File: src/hw/rtl/nprs_pkg.sv
// shared types and constants for the nand page read sequencer
package nprs_pkg;

   localparam int unsigned SMALL_PAGE_BYTES = 512;
   localparam int unsigned LARGE_PAGE_BYTES = 2048;

   localparam int unsigned SMALL_SHIFT = $clog2(SMALL_PAGE_BYTES);
   localparam int unsigned LARGE_SHIFT = $clog2(LARGE_PAGE_BYTES);
   localparam int unsigned COL_W       = LARGE_SHIFT + 1;
   localparam int unsigned CYC_W       = 3;

   localparam int unsigned SMALL_ADDR_CYCLES = 4;
   localparam int unsigned LARGE_ADDR_CYCLES = 5;

   // small page address cycle shifts
   localparam int unsigned SMALL_ADDR_SHIFT_1 = 9;
   localparam int unsigned SMALL_ADDR_SHIFT_2 = 17;
   localparam int unsigned SMALL_ADDR_SHIFT_3 = 25;

   localparam logic [7:0] CMD_READ      = 8'h00;
   localparam logic [7:0] CMD_READSTART = 8'h30;

   typedef enum logic [0:0] {
      OP_START = 1'b0,
      OP_TICK  = 1'b1
   } op_type;

   typedef enum logic [2:0] {
      ACT_IDLE     = 3'd0,
      ACT_SELECT   = 3'd1,
      ACT_COMMAND  = 3'd2,
      ACT_ADDRESS  = 3'd3,
      ACT_DATA     = 3'd4,
      ACT_DESELECT = 3'd5
   } action_type;

   typedef enum logic [2:0] {
      PH_IDLE     = 3'd0,
      PH_SELECT   = 3'd1,
      PH_CMD0     = 3'd2,
      PH_ADDR     = 3'd3,
      PH_CMD30    = 3'd4,
      PH_WAIT     = 3'd5,
      PH_READ     = 3'd6,
      PH_DESELECT = 3'd7
   } phase_type;

endpackage

File: src/hw/rtl/nand_page_read_sequencer_top.sv
// nand page read sequencer: one bus action result per request
//
//  channel | direction | handshake           | payload
//  req_    | in        | req_valid/req_stall | opcode, start_address, byte_count,
//          |           |                     | flash_ready, flash_data
//  rsp_    | out       | rsp_valid/rsp_stall | bus_action, bus_byte, byte_index,
//          |           |                     | done_res
//  csr_    | in        | csr_valid/csr_ready | large_page
//
// one request per cycle while req_stall is low; an accepted request loads its result into the output register
// the sequencer state and result are computed in a single pass from the state registers
// reset clears the phase to idle, the geometry to small pages and the output valid flag
// req_stall rises only while a result is held and rsp_stall is high
module nand_page_read_sequencer_top
   import nprs_pkg::*;
(
   input  logic        clock,
   input  logic        reset,

   input  logic        req_valid,
   output logic        req_stall,
   input  logic        req_opcode,
   input  logic [31:0] req_start_address,
   input  logic [31:0] req_byte_count,
   input  logic        req_flash_ready,
   input  logic [7:0]  req_flash_data,

   output logic        rsp_valid,
   input  logic        rsp_stall,
   output logic [2:0]  rsp_bus_action,
   output logic [7:0]  rsp_bus_byte,
   output logic [31:0] rsp_byte_index,
   output logic        rsp_done_res,

   input  logic        csr_valid,
   output logic        csr_ready,
   input  logic        csr_large_page
);

   logic              large_page_ff;
   phase_type         phase_ff, phase_in;
   logic [31:0]       addr_ff, addr_in;
   logic [31:0]       left_ff, left_in;
   logic [31:0]       count_ff, count_in;
   logic [COL_W-1:0]  column_ff, column_in;
   logic [CYC_W-1:0]  cyc_ff, cyc_in;

   logic              rsp_valid_ff, rsp_valid_in;
   action_type        act_ff, act_in;
   logic [7:0]        byte_ff, byte_in;
   logic [31:0]       index_ff, index_in;
   logic              done_ff, done_in;

   logic              accept;
   logic [COL_W-1:0]  page_bytes;
   logic [COL_W-1:0]  col_start;
   logic [COL_W-1:0]  col_inc;
   logic [31:0]       left_dec;
   logic [31:0]       page_idx;
   logic [7:0]        addr_byte;
   logic              addr_last;

   assign csr_ready = 1'b1;
   assign req_stall = rsp_valid_ff & rsp_stall;
   assign accept    = req_valid & ~req_stall;

   assign page_bytes = large_page_ff ? COL_W'(LARGE_PAGE_BYTES) : COL_W'(SMALL_PAGE_BYTES);
   assign col_start  = large_page_ff ? COL_W'(req_start_address[LARGE_SHIFT-1:0])
                                     : COL_W'(req_start_address[SMALL_SHIFT-1:0]);
   assign col_inc    = column_ff + COL_W'(1);
   assign left_dec   = left_ff - 32'd1;
   assign page_idx   = addr_ff >> LARGE_SHIFT;

   // address cycle byte
   always_comb begin
      addr_byte = 8'h00;
      if (large_page_ff) begin
         unique case (cyc_ff)
            3'd0:    addr_byte = column_ff[7:0];
            3'd1:    addr_byte = 8'(column_ff >> 8);
            3'd2:    addr_byte = page_idx[7:0];
            3'd3:    addr_byte = page_idx[15:8];
            default: addr_byte = page_idx[23:16];
         endcase
         addr_last = cyc_ff >= CYC_W'(LARGE_ADDR_CYCLES - 1);
      end else begin
         unique case (cyc_ff)
            3'd0:    addr_byte = addr_ff[7:0];
            3'd1:    addr_byte = 8'(addr_ff >> SMALL_ADDR_SHIFT_1);
            3'd2:    addr_byte = 8'(addr_ff >> SMALL_ADDR_SHIFT_2);
            default: addr_byte = 8'(addr_ff >> SMALL_ADDR_SHIFT_3);
         endcase
         addr_last = cyc_ff >= CYC_W'(SMALL_ADDR_CYCLES - 1);
      end
   end

   // next state
   always_comb begin
      phase_in  = phase_ff;
      addr_in   = addr_ff;
      left_in   = left_ff;
      count_in  = count_ff;
      column_in = column_ff;
      cyc_in    = cyc_ff;
      if (req_opcode == OP_START) begin
         addr_in   = req_start_address;
         left_in   = req_byte_count;
         count_in  = 32'd0;
         column_in = col_start;
         cyc_in    = '0;
         phase_in  = PH_SELECT;
      end else begin
         unique case (phase_ff)
            PH_IDLE:     phase_in = PH_IDLE;
            PH_SELECT:   phase_in = (left_ff == 32'd0) ? PH_DESELECT : PH_CMD0;
            PH_CMD0: begin
               cyc_in   = '0;
               phase_in = PH_ADDR;
            end
            PH_ADDR: begin
               if (addr_last) begin
                  cyc_in   = '0;
                  phase_in = large_page_ff ? PH_CMD30 : PH_WAIT;
               end else begin
                  cyc_in = cyc_ff + CYC_W'(1);
               end
            end
            PH_CMD30:    phase_in = PH_WAIT;
            PH_WAIT: begin
               if (req_flash_ready) begin
                  phase_in = PH_READ;
               end
            end
            PH_READ: begin
               count_in  = count_ff + 32'd1;
               left_in   = left_dec;
               addr_in   = addr_ff + 32'd1;
               column_in = col_inc;
               if (left_dec == 32'd0) begin
                  phase_in = PH_DESELECT;
               end else if (col_inc >= page_bytes) begin
                  column_in = '0;
                  phase_in  = PH_CMD0;
               end
            end
            PH_DESELECT: phase_in = PH_IDLE;
         endcase
      end
   end

   // result fields
   always_comb begin
      act_in   = ACT_IDLE;
      byte_in  = 8'h00;
      index_in = 32'd0;
      done_in  = 1'b0;
      if (req_opcode == OP_TICK) begin
         unique case (phase_ff)
            PH_IDLE:     act_in = ACT_IDLE;
            PH_SELECT:   act_in = ACT_SELECT;
            PH_CMD0: begin
               act_in  = ACT_COMMAND;
               byte_in = CMD_READ;
            end
            PH_ADDR: begin
               act_in  = ACT_ADDRESS;
               byte_in = addr_byte;
            end
            PH_CMD30: begin
               act_in  = ACT_COMMAND;
               byte_in = CMD_READSTART;
            end
            PH_WAIT:     act_in = ACT_IDLE;
            PH_READ: begin
               act_in   = ACT_DATA;
               byte_in  = req_flash_data;
               index_in = count_ff;
            end
            PH_DESELECT: begin
               act_in  = ACT_DESELECT;
               done_in = 1'b1;
            end
         endcase
      end
   end

   assign rsp_valid_in = accept | (rsp_valid_ff & rsp_stall);

   always_ff @(posedge clock) begin
      if (reset) begin
         phase_ff      <= PH_IDLE;
         large_page_ff <= 1'b0;
         rsp_valid_ff  <= 1'b0;
      end else begin
         rsp_valid_ff <= rsp_valid_in;
         if (accept) begin
            phase_ff <= phase_in;
         end
         if (csr_valid && csr_ready) begin
            large_page_ff <= csr_large_page;
         end
      end
   end

   always_ff @(posedge clock) begin
      if (accept) begin
         addr_ff   <= addr_in;
         left_ff   <= left_in;
         count_ff  <= count_in;
         column_ff <= column_in;
         cyc_ff    <= cyc_in;
         act_ff    <= act_in;
         byte_ff   <= byte_in;
         index_ff  <= index_in;
         done_ff   <= done_in;
      end
   end

   assign rsp_valid      = rsp_valid_ff;
   assign rsp_bus_action = act_ff;
   assign rsp_bus_byte   = byte_ff;
   assign rsp_byte_index = index_ff;
   assign rsp_done_res   = done_ff;

endmodule

File: config.mk
export PLATFORM = sky130hd
export DESIGN_NAME = nand_page_read_sequencer_top
export DESIGN_NICKNAME = d
export VERILOG_FILES = /design/src/hw/rtl/nprs_pkg.sv /design/src/hw/rtl/nand_page_read_sequencer_top.sv
export SDC_FILE = /design/constraint.sdc
export NUM_CORES = 1
export LEC_CHECK = 0
export BUFFER_PORTS_ARGS = -buffer_cell sky130_fd_sc_hd__buf_2
export CORE_MARGIN = 2
export CORE_UTILIZATION = 35
export DETAILED_ROUTE_END_ITERATION = 7
export SYNTH_ARGS = -nofsm -noshare
export SYNTH_HDL_FRONTEND = slang
export SYNTH_SLANG_ARGS = --single-unit
File: constraint.sdc
create_clock -name clock -period 10.05 [get_ports clock]
set_clock_uncertainty 0.05 [all_clocks]
set_input_delay 3.015 -clock clock [delete_from_list [all_inputs] [get_ports clock]]
set_output_delay 3.015 -clock clock [all_outputs]
set_load 0.02 [all_outputs]
# [Word level (Yosys, flattened, before mapping)]
# Index checks and enable logic that the tools add are counted.
# W data, S select, Z words.
[totals] romBits=0 input_bits=80 memories=0 ram_bits=0 output_inout_bits=47 latch_bits=0 reg_bits=160 word_cells=78
[op_classes] div=0 muxes=28 bitwise_logic=4 shift=0 eq_ne=15 n_reduce_logical=11 addsub=5 order_cmp=3 multipliers=0
[ops] operator="$mux W32" count=5
[ops] operator="$add A32 B1 Y32 const B" count=2
[ops] operator="$logic_not A32 Y1" count=2
[ops] operator="$mux W12" count=5
[ops] operator="$pmux W8 S3" count=2
[ops] operator="$pmux W8 S4" count=1
[ops] operator="$sub A32 B1 Y32 const B" count=1
[ops] operator="$mux W3" count=7
[ops] operator="$pmux W3 S7" count=1
[ops] operator="$pmux W3 S6" count=1
[ops] operator="$add A12 B1 Y12 const B" count=1
[ops] operator="$eq A3 B2 Y1 const B" count=4
[ops] operator="$eq A3 B3 Y1 const B" count=4
[ops] operator="$ge A12 B12 Y1" count=1
[ops] operator="$mux W11" count=1
[ops] operator="$mux W8" count=1
[ops] operator="$eq A3 B1 Y1 const B" count=2
[ops] operator="$logic_not A3 Y1" count=2
[ops] operator="$ne A3 B3 Y1 const B" count=2
[ops] operator="$pmux W3 S2" count=1
[ops] operator="$reduce_and A2 Y1" count=3
[ops] operator="$reduce_or A2 Y1" count=3
[ops] operator="$ne A4 B4 Y1 const B" count=1
[ops] operator="$reduce_and A4 Y1" count=1
[ops] operator="other kinds (9)" count=12

# [Logic depth before layout (Yosys ltp)]
[depth] depth_word=6 ltp_mapped=13 ltp_nobuf=12

# [Worst setup path after synthesis]
# Ideal clock, no wire load.
[synth_timing] path_type="input port to flip-flop" from="input port req_opcode" to="register addr_ff[0] (enable)" slack_ns=0.633 setup_ns=0.611 arrival_ns=8.755 t_required_ns=9.389 path_buffers=3 path_stages=4 cell_sequence="clkbuf_1 -> clkbuf_1 -> clkbuf_1 -> a21oi_1"
[synth_via] elab_chain_cells=2
[synth_rtl] element="from (decl)" line="nand_page_read_sequencer_top.sv:22" rtl="input logic req_opcode,"
[synth_rtl] element="$ne A2 B1 Y1 (no line)"
[synth_rtl] element="$reduce_and A2 Y1 (no line)"
[synth_rtl] element="to (signal assigned)" line="nand_page_read_sequencer_top.sv:207" rtl="addr_ff <= addr_in;"
[synth_rtl] element="to (decl)" line="nand_page_read_sequencer_top.sv:42" rtl="logic [31:0] addr_ff, addr_in;"
# No other way between the ends.
# A chain may end at the register's enable or synchronous reset.

# [Final worst setup path]
[layout_timing] from="input port rsp_stall" to="output port req_stall"
[layout_via] elab_chain_cells=1
[layout_rtl] element="from (decl)" line="nand_page_read_sequencer_top.sv:29" rtl="input logic rsp_stall,"
[layout_rtl] element="$and A1 B1 Y1" line="nand_page_read_sequencer_top.sv:64" rtl="assign req_stall = rsp_valid_ff & rsp_stall;"
[layout_rtl] element="to (decl)" line="nand_page_read_sequencer_top.sv:21" rtl="output logic req_stall,"
# No other way between the ends.

==> results.toml <==
[timing]
slew_headroom = 0.206
slew_viol_final = 0
hold_viol = 0
fin_crit_ps = 6440
fin_crit_sh = 0.640
setup_violations = 0
fin_tns_setup_ps = 0
rsz0062_at_grt = "false"
fmax_ghz = 0.155
whs_ps = 520
tightest_slew_ps = 1190

[clocking]
cts_num_sinks = 160
cts_buffer_depth = 2
clkTransAtPathRegs_ps = 70
cts_buffers = 17
post-cts-setup-buffers = 0
cts_tree = "yes"
htree_levels = 4
clkLatencyLatePin_ps = 430
root_buffer = "clkbuf_16"
cts_resized = 0
ctsHoldBuffers = 0

[yosys]
async_reset_ff_frac = 0
synth_cells = 894
synth_edf_count = 155
yosysTopAreaCell = "edfxtp_1"
syn_avg_cell_area_sq_um = 10.2
ys_top_cells_by_count = "edfxtp_1, nor2_1, a21oi_1"
yosysMostFrequentCell = "edfxtp_1"
synth_top_area_share = 0.512
syn-num-nets = 990
ys_seq_area_frac = 0.523
yosys_most_used_dff = "edfxtp_1"
synth_seq_cells = 160
synth_area_leaders = "edfxtp_1, nor2_1, xnor2_1"
synth_area_sq_um = 9090
synth_cell_types = 66
synth_warnings = 0

[global_route]
busiest_layer = "met2"
use_met1 = 0.227
use_met3 = 0.0312
grtUsageTotal = 0.163
grt_max_degree = 70
antenna_found_initial = 0
grtUsageMet2 = 0.258
globalRouteOverflowTotal = 0
grt_pass1_vias = 6560
grt_pass1_wl_mm = 34.6

[finish]
nNetsFinal = 1090
n_antenna_cell = 0
utilization = 0.416
fillers = 2484
drive_gt1_frac = 0.176
synthToLayoutAreaGrowth_pct = 16.0

[worst_setup_path]
critPathKind = "input pin to output port"
cp-end-kind = "output port"
timing.rr.end = "phase_ff[1]"
r2r_setup_slack_ps = 6550
start_kind = "input pin"
crit_start = "rsp_stall"
worstPathRequired_ps = 6990
cp_max_fo = 2
rr_worst_depth = 10
crit_path_end = "req_stall"
r2r-start = "left_ff[0]"
cp.arrival_ps = 3370

[route]
num_vias = 7112
drtAntennaViolNets = 0
drtIter0Drc = 685
totalWireLength_mm = 22.1
drt-pass1-iter-count = 8
drt-vias-per-instance = 5.32
drcViolationCount = 4
post_drt_wl_per_cell_microns = 16.5

[placed_design]
place_hpwl_mm = 15.7
port_buffers = 125
place_congestion = 0.871

[flow_run]
cap_violations = 0

[power_and_ir_drop]
p_per_area_nw_per_um2 = 151
p_int_w = 0.00119
peakVddDrop_mv = 0.107
leakage_nw = 3.82
p_sw_w = 0.000395
seqPwrFrac = 0.506
p_sw_frac = 0.249
power_frac_clock = 0.397
p_comb_frac = 0.096

[floorplan]
die_area_sq_um = 27300
start_util = 0.359
die_w_microns = 165
core-area_sq_um = 25300
die_height_microns = 165
rows = 58
ios = 127

[outcome]
status = "finished, violations left"
violations = "DRC"

[hold_path]
hp-class = "flip-flop to flip-flop"
==> cells by family (layout without fill, tap and decap cells) <==
kind of cell | Yosys count | count (layout) | share of synthesized area
buffers and inverters | 68 | 181 | 0.0297
muxes | 5 | 5 | 0.00592
and+or+nand+nor | 377 | 377 | 0.207
AOI/OAI and AO/OA | 176 | 176 | 0.124
adders and majority gates | 16 | 16 | 0.0220
DFF | 160 | 160 | 0.523
xor gates and xnor gates | 91 | 91 | 0.0877
other | 1 | 1 | 0.000413
==> metal layers <==
metal / share of wire / up-vias
li1: - / 3493
met1: 0.47 / 3388
met2: 0.45 / 205
met3: 0.056 / 26
met4: 0.016 / 0
met5: 0 / -
==> area by class of cell <==
cell class | count | area (sq um) | share of cell area
Multi-Input combinational cell | 666 | 4070 | 0.386
Tap cell | 330 | 413 | 0.0392
Clock inverter | 14 | 141 | 0.0134
Inverter | 20 | 75.1 | 0.00712
Clock buffer | 18 | 429 | 0.0407
Timing Repair Buffer | 129 | 658 | 0.0624
Sequential cell | 160 | 4750 | 0.451
==> power by group through the flow <==
stage	sequential (W)	combinational (W)	clock, W
after floorplan	0.000821	0.0000958	0
after global placement	0.000818	0.000152	0
after detailed placement	0.000819	0.000154	0
after CTS	0.000805	0.000155	0.000641
after global routing	0.000810	0.000171	0.000666
final	0.000805	0.000153	0.000631
==> critical path, cell delays in order <==
cell and delay [ps]:
buf_2 90, nand2_1 60, inv_1 50, buf_2 150
==> through the flow <==
stage | cell area (sq um) | cells | power (W) | setup slack (ps)
after global placement | 9970 | 1305 | 0.000970 | 3610
final | 10500 | 1337 | 0.00159 | 3610
after floorplan | 9090 | 894 | 0.000916 | 633
after global routing | 10500 | 1337 | 0.00165 | 3560
after detailed placement | 9970 | 1305 | 0.000973 | 3610
after CTS | 10500 | 1337 | 0.00160 | 3610
==> registers in the layout, summed over array words and instances (netlist names) <==
register and cells:
rsp_byte_index 32, count_ff 32, addr_ff 32, column_ff 12
rsp_bus_byte 8, phase_ff 3, left_ff 32, large_page_ff 1
rsp_bus_action 3, rsp_valid 1, cyc_ff 3, rsp_done_res 1
==> cell usage in the layout, fill, tap and decap left out, types with 6 or more instances in the layout <==
master     Yosys  final
inv_1         19     18
xor2_1        42     42
buf_2          2    124
and3_1        46     46
or3_1          9      9
clkbuf_16      0     17
o211ai_1       8      8
nand2_1       68     68
nand3_1       33     33
a222oi_1      12     12
nor3_1        19     19
a22oi_1        7      7
a21oi_1       79     78
o21ai_0       26     26
and2_1        11     11
o2bb2ai_1      8      8
ha_1          16     16
nand4_1       15     15
edfxtp_1     155    155
and4_1         6      6
nor2_1       129    129
xnor2_1       49     49
nor4_1        14     14
==> worst min path at each step <==
stage	startpoint	to	slack (ps)	depth (start not counted)
after floorplan	phase_ff[1]	phase_ff[1]	510	1
after global placement	rsp_valid	rsp_valid	510	3
after detailed placement	rsp_valid	rsp_valid	510	3
after CTS	rsp_valid	rsp_valid	530	3
after global routing	count_ff[0]	count_ff[0]	600	1
final	rsp_valid	rsp_valid	520	3
Note: power is estimated with default switching activity, not from simulation.
